`src/rtl/core/fbma_pkg.sv`:
```
// Package for the frame bitmap allocator: item types, status codes and the
// command and status structs between the controller and the datapath.
// No dependencies.
`timescale 1ns / 1ps
`default_nettype none

package fbma_pkg;

  localparam int unsigned FRAME_W           = 12;
  localparam int unsigned COUNT_W           = 13;
  localparam int unsigned FRAME_FIELD_LIMIT = 4096;
  localparam int unsigned COUNT_RESET       = 4096;

  localparam logic ACT_ALLOC = 1'b0;
  localparam logic ACT_FREE  = 1'b1;

  typedef enum logic [2:0] {
    ST_ALLOCATED = 3'd0,
    ST_MAPPED    = 3'd1,
    ST_FREED     = 3'd2,
    ST_NOTHING   = 3'd3,
    ST_OUT       = 3'd4
  } status_e;

  typedef struct packed {
    logic               action;
    logic [FRAME_W-1:0] current_frame;
    logic               is_kernel;
    logic               is_writeable;
  } in_item_t;

  typedef struct packed {
    status_e            status;
    logic [FRAME_W-1:0] frame_number;
    logic               present;
    logic               writable;
    logic               user_access;
  } out_item_t;

  typedef enum logic [2:0] {
    OP_NONE,
    OP_CLEAR,
    OP_LOAD,
    OP_SCAN,
    OP_DIV,
    OP_FRD,
    OP_FWR
  } dp_op_e;

  typedef struct packed {
    dp_op_e op;
    logic   out_load;
  } dp_cmd_t;

  typedef struct packed {
    logic clr_last;
    logic in_free;
    logic in_zero;
    logic scan_found;
    logic scan_empty;
    logic out_busy;
  } dp_sts_t;

endpackage

`default_nettype wire

```
`src/rtl/core/fbma_ctrl.sv`:
```
// Controller of the frame bitmap allocator: sequences the clearing pass,
// the first-fit scan, the free path and result delivery. Uses fbma_pkg.
`timescale 1ns / 1ps
`default_nettype none

module fbma_ctrl
  import fbma_pkg::*;
(
  input  wire logic    clk_i,
  input  wire logic    rst_ni,
  input  wire logic    in_valid_i,
  output      logic    in_stall_o,
  input  wire dp_sts_t sts_i,
  output      dp_cmd_t cmd_o
);

  typedef enum logic [2:0] {
    S_CLEAR,
    S_IDLE,
    S_SCAN,
    S_DIV,
    S_FRD,
    S_FWR,
    S_DELIVER
  } ctrl_state_e;

  ctrl_state_e state_q, state_d;

  assign in_stall_o = (state_q != S_IDLE);

  always_comb begin
    state_d        = state_q;
    cmd_o.op       = OP_NONE;
    cmd_o.out_load = 1'b0;
    unique case (state_q)
      S_CLEAR: begin
        cmd_o.op = OP_CLEAR;
        if (sts_i.clr_last) begin
          state_d = S_IDLE;
        end
      end
      S_IDLE: begin
        if (in_valid_i) begin
          cmd_o.op = OP_LOAD;
          if (sts_i.in_free) begin
            state_d = sts_i.in_zero ? S_DELIVER : S_DIV;
          end else begin
            state_d = sts_i.in_zero ? S_SCAN : S_DELIVER;
          end
        end
      end
      S_SCAN: begin
        cmd_o.op = OP_SCAN;
        if (sts_i.scan_found || sts_i.scan_empty) begin
          state_d = S_DELIVER;
        end
      end
      S_DIV: begin
        cmd_o.op = OP_DIV;
        state_d  = S_FRD;
      end
      S_FRD: begin
        cmd_o.op = OP_FRD;
        state_d  = S_FWR;
      end
      S_FWR: begin
        cmd_o.op = OP_FWR;
        state_d  = S_DELIVER;
      end
      S_DELIVER: begin
        if (!sts_i.out_busy) begin
          cmd_o.out_load = 1'b1;
          state_d        = S_IDLE;
        end
      end
      default: begin
        state_d = S_IDLE;
      end
    endcase
  end

  always_ff @(posedge clk_i or negedge rst_ni) begin
    if (!rst_ni) begin
      state_q <= S_CLEAR;
    end else begin
      state_q <= state_d;
    end
  end

endmodule

`default_nettype wire

```
`config.mk`:
```
export PLATFORM = sky130hd
export DESIGN_NAME = fbma_ctrl
export DESIGN_NICKNAME = d
export VERILOG_FILES = /design/src/rtl/core/fbma_pkg.sv /design/src/rtl/core/fbma_ctrl.sv
export SDC_FILE = /design/constraint.sdc
export NUM_CORES = 1
export LEC_CHECK = 0
export ABC_CLOCK_PERIOD_IN_PS = 1610
export BUFFER_PORTS_ARGS = -buffer_cell sky130_fd_sc_hd__buf_2
export CORE_AREA = 2 2 39 41
export CTS_BUF_LIST = sky130_fd_sc_hd__clkbuf_4
export CTS_CLUSTER_SIZE = 8
export DETAILED_ROUTE_END_ITERATION = 10
export DIE_AREA = 0 0 41 43
export PLACE_DENSITY = 0.45
export SYNTH_ARGS = -nofsm -noshare
export SYNTH_HDL_FRONTEND = slang
export SYNTH_SLANG_ARGS = --single-unit
```
`constraint.sdc`:
```
create_clock -name clk_i -period 1.61 [get_ports clk_i]
set_clock_uncertainty 0.15 [all_clocks]
set_input_delay 0.2415 -clock clk_i [delete_from_list [all_inputs] [get_ports clk_i]]
set_output_delay 0.2415 -clock clk_i [all_outputs]
set_load 0.02 [all_outputs]
```
# After elaboration in Yosys (flattened, before gate mapping)
# Index checks and enable logic that the tools add are counted.
[classes]
add_sub_neg = 0
muxes = 12
bitwise = 0
mul = 0
reduce_logical = 3
n_shift = 0
magnitude_cmp = 0
n_div = 0
n_eq_ne = 11
[op_table]
columns = ["op", "n"]
rows = [
  ["$mux W3", 7],
  ["$pmux W3 S7", 1],
  ["$pmux W3 S6", 1],
  ["$eq A3 B3 Y1 const B", 3],
  ["$ne A2 B2 Y1 const B", 4],
  ["$eq A3 B2 Y1 const B", 2],
  ["$reduce_and A4 Y1", 1],
  ["$eq A3 B1 Y1 const B", 1],
  ["$logic_not A3 Y1", 1],
  ["$ne A3 B1 Y1 const B", 1],
  ["$mux W1", 2],
  ["$mux W2", 1],
  ["$logic_or A1 B1 Y1", 1],
]
[totals]
word_cells = 27
inputBits = 9
regBits = 3
mem_bits_rw = 0
out_inout_bits = 5
rom_bits = 0
latch_bits = 0
memories = 0

# Depth between registers and ports, before layout
[logic_depth]
ltp_word = 4
depth_mapped = 5
ltp_nobuf = 5

# Least setup slack after synthesis
# OpenSTA, ideal clock, no wires.
[synth_path]
path_type = "register to output"
start = "register state_q[0]"
end = "output port cmd_o[2] (netlist bit)"
path_buffers = 1
stages_incl_launch_ff = 4
required_ps = 1219
path_slack_ps = 105
arrival_time_ps = 1114
cell_sequence = "dfrtp_1 buf_6 nand2b_1 o21ai_0"
[synth_lines]
columns = ["element", "line_no", "text"]
rows = [
  ["from (decl)", "fbma_ctrl.sv:27", "ctrl_state_e state_q, state_d;"],
  ["from (signal assigned)", "fbma_ctrl.sv:86", "state_q <= state_d;"],
  ["to (decl)", "fbma_ctrl.sv:14", "output dp_cmd_t cmd_o"],
]

==> key figures <==
Global routing
  • Initial antenna violation count: 0
  • Pin count of the biggest net entering global routing: 9
  • All-Layer GR Usage: 0.0863
  • Vias in the first global route: 267
  • First-pass GRT wire length: 1010 um
  • Gr ovfl total: 0

Detailed routing
  • WL met1: 262 um
  • Final ANT Viol Nets: 0
  • Wirelength per Cell: 10.5 um
  • Met2 routed WL: 380 um
  • Initial DRC count: 5
  • Metal3 WL: 39 um
  • DR vias/cell: 4.40
  • Total number of vias: 286
  • Routed Wire Length: 682 um
  • DR top layer: met3
  • Drt pass-1 iters: 4
  • Residual DRC: 0

Layout
  • Most flops, register: state_q
  • Final-stage net count: 60
  • # fillers: 164
  • Commonest non-fill, non-tap cell in the layout: buf_2
  • Layout cells sized above 1: 0.551
  • Max reg flops: 3
  • Commonest cells after routing, fill and taps aside: buf_2, buf_4, clkbuf_4, inv_1, o21ai_0
  • Top Registers: state_q: 3 flops
  • Non-filler instance count after layout: 65
  • ANT cells: 0
  • Area delta synth->final: 57.8%

Hold path
  • HP Class: input pin to flip-flop
  • Hold Crit Start: in_valid_i

Critical path
  • Critical Path Start Type: flip-flop
  • Worst setup EP type: output pin
  • Cells along the critical path: buf_4 > o21ai_0 > buf_2
  • Worst r2r src: state_q[0]$_DFFE_PN0P_
  • R2r endpoint: state_q[2]$_DFFE_PN0P_
  • Setup slack, reg-to-reg: 0.32 ns
  • Crit-path slowest cell: dfrtp_1
  • Crit-path max FO: 6
  • Critical Path End: cmd_o[3]
  • Setup CP Type: flip-flop to output pin
  • Crit path launch: state_q[1]$_DFFE_PN0P_
  • Crit path arrival time: 1.16 ns
  • Worst reg2reg path depth: 3
  • Crit-path max cell delay: 0.42 ns
  • Required time worst endpoint: 1.22 ns

Yosys
  • Syn nets: 40
  • #FFs+latches synth: 3
  • Seq/Total Area, Yosys: 0.294
  • Post-Syn Area: 255 um2
  • Syn avg cell area: 8.51 um2
  • Mapped Cells: 30
  • Ys Warns: 0
  • Synth cell types: 19

Placement
  • Placed cell count: 59
  • DP Worst Slack: 0.219 ns
  • GP Congestion: 0.666
  • Port bufs: 13
  • DP HPWL: 515 um

Power
  • Max IR drop VDD: 0.379 mV
  • Total power density per cell area: 2100 nW/um2
  • P_leak: 0.199 nW
  • Tot Pwr: 0.846 mW

Clock tree
  • Max H-tree Level: 1
  • Root Driver: clkbuf_4
  • Largest buffer count on any clock path: 2
  • CTS tree: done
  • Clk slew on worst S/H paths: 0.04 ns
  • Sinks on Clock Net: 3
  • CTS Buf Count: 3
  • Worst-Skew Late Latency: 0.23 ns

Status
  • Status: finished clean

STA
  • # setup viols final: 0
  • Final setup margin: 0.0536 ns
  • Fin crit share: 0.967
  • Achievable Freq: 643 MHz
  • Final hold vios: 0
  • Slew @ Worst Pin: 0.287 ns
  • RSZ-0062 raised after global routing: no
  • Slew Limit Fails: 0
  • Setup TNS: 0 ns
  • Tmin final: 1.56 ns
  • Worst slew margin: 0.807

Floorplanning
  • Ports: 14
  • Cell Rows: 14
  • Full die area: 1760 um2
  • Die width: 41 um
  • Core footprint: 1380 um2
  • Die extent in y: 43 um
  • Starting Density: 0.184

Job
  • Max Cap Violations: 0
-- layer usage --
metal / global-route usage / vias to the layer above
met5: 0 / -
met4: 0.0600 / 0
met3: 0.0157 / 0
met2: 0.144 / 6
met1: 0.0900 / 133
li1: - / 147
-- critical path, delay by kind of cell, from the launching register on --
family	cells	cell delay, ns
buffers and inverters	2	0.36
AO/OA/AOI/OAI	1	0.15
flip-flops	1	0.42
-- power by group --
part	switching [mW]	internal, mW
clock	0.0416	0.110
sequential	0.0708	0.121
combinational	0.276	0.227
total	0.388	0.458
-- worst min-delay path by stage --
stage	endpoint	depth (start not counted)
after floorplan	state_q[0]$_DFFE_PN0P_	0
after global placement	state_q[0]$_DFFE_PN0P_	1
after detailed placement	state_q[0]$_DFFE_PN0P_	1
after CTS	state_q[1]$_DFFE_PN0P_	3
after global routing	state_q[1]$_DFFE_PN0P_	3
final	state_q[1]$_DFFE_PN0P_	3
-- kinds of logic (layout without fill, tap and decap cells) --
logic type,Yosys count,after routing,synth area share
AND/OR/NAND/NOR,8,8,0.196
adder cells (fa/ha/maj),1,1,0.0490
buffers and inverters,6,25,0.132
flip-flops,3,3,0.294
AO/OA/AOI/OAI,12,12,0.328
-- synthesized netlist by cell type --
cell	instances	share of area
a21boi_0	1	0.029
o21ai_0	5	0.098
dfrtp_1	3	0.29
nor2_1	1	0.015
nand3_1	2	0.039
a21oi_1	1	0.020
nor2b_1	1	0.025
o31ai_1	1	0.029
a221oi_2	1	0.059
buf_4	1	0.029
a211oi_1	1	0.029
o211a_1	1	0.039
inv_1	4	0.059
nor4_2	1	0.049
buf_6	1	0.044
nor3_1	1	0.020
ha_1	1	0.049
nand2b_1	2	0.049
a31oi_1	1	0.025
-- cell type report --
cell class / count / area (um2) / share of cell area
clock buffers: 4 / 30.0 / 0.0745
inverters: 4 / 15.0 / 0.0373
well taps: 16 / 20.0 / 0.0497
repair buffers: 17 / 103 / 0.255
flip-flops and latches: 3 / 77.6 / 0.193
multi-input cells: 21 / 158 / 0.391
-- repair_timing --
item,CTS,global route
hold buffers,1,0
setup endpoints to repair,3,3
pin swaps,0,1
gates resized for setup,2,8
hold endpoints to repair,3,0
cloned,0,0
buffers inserted,0,1
-- through the flow --
| stage | hold WS (ns) | cell area [um2] | utilization |
|---|---|---|---|
| finish | 0.150 | 403 | 0.291 |
| CTS | 0.169 | 379 | 0.274 |
| detailed placement | -0.113 | 337 | 0.243 |
| global placement | -0.110 | 337 | 0.243 |
| floorplan | -0.204 | 255 | - |
| global route | 0.159 | 403 | 0.291 |
(Power assumes the default switching activity.)
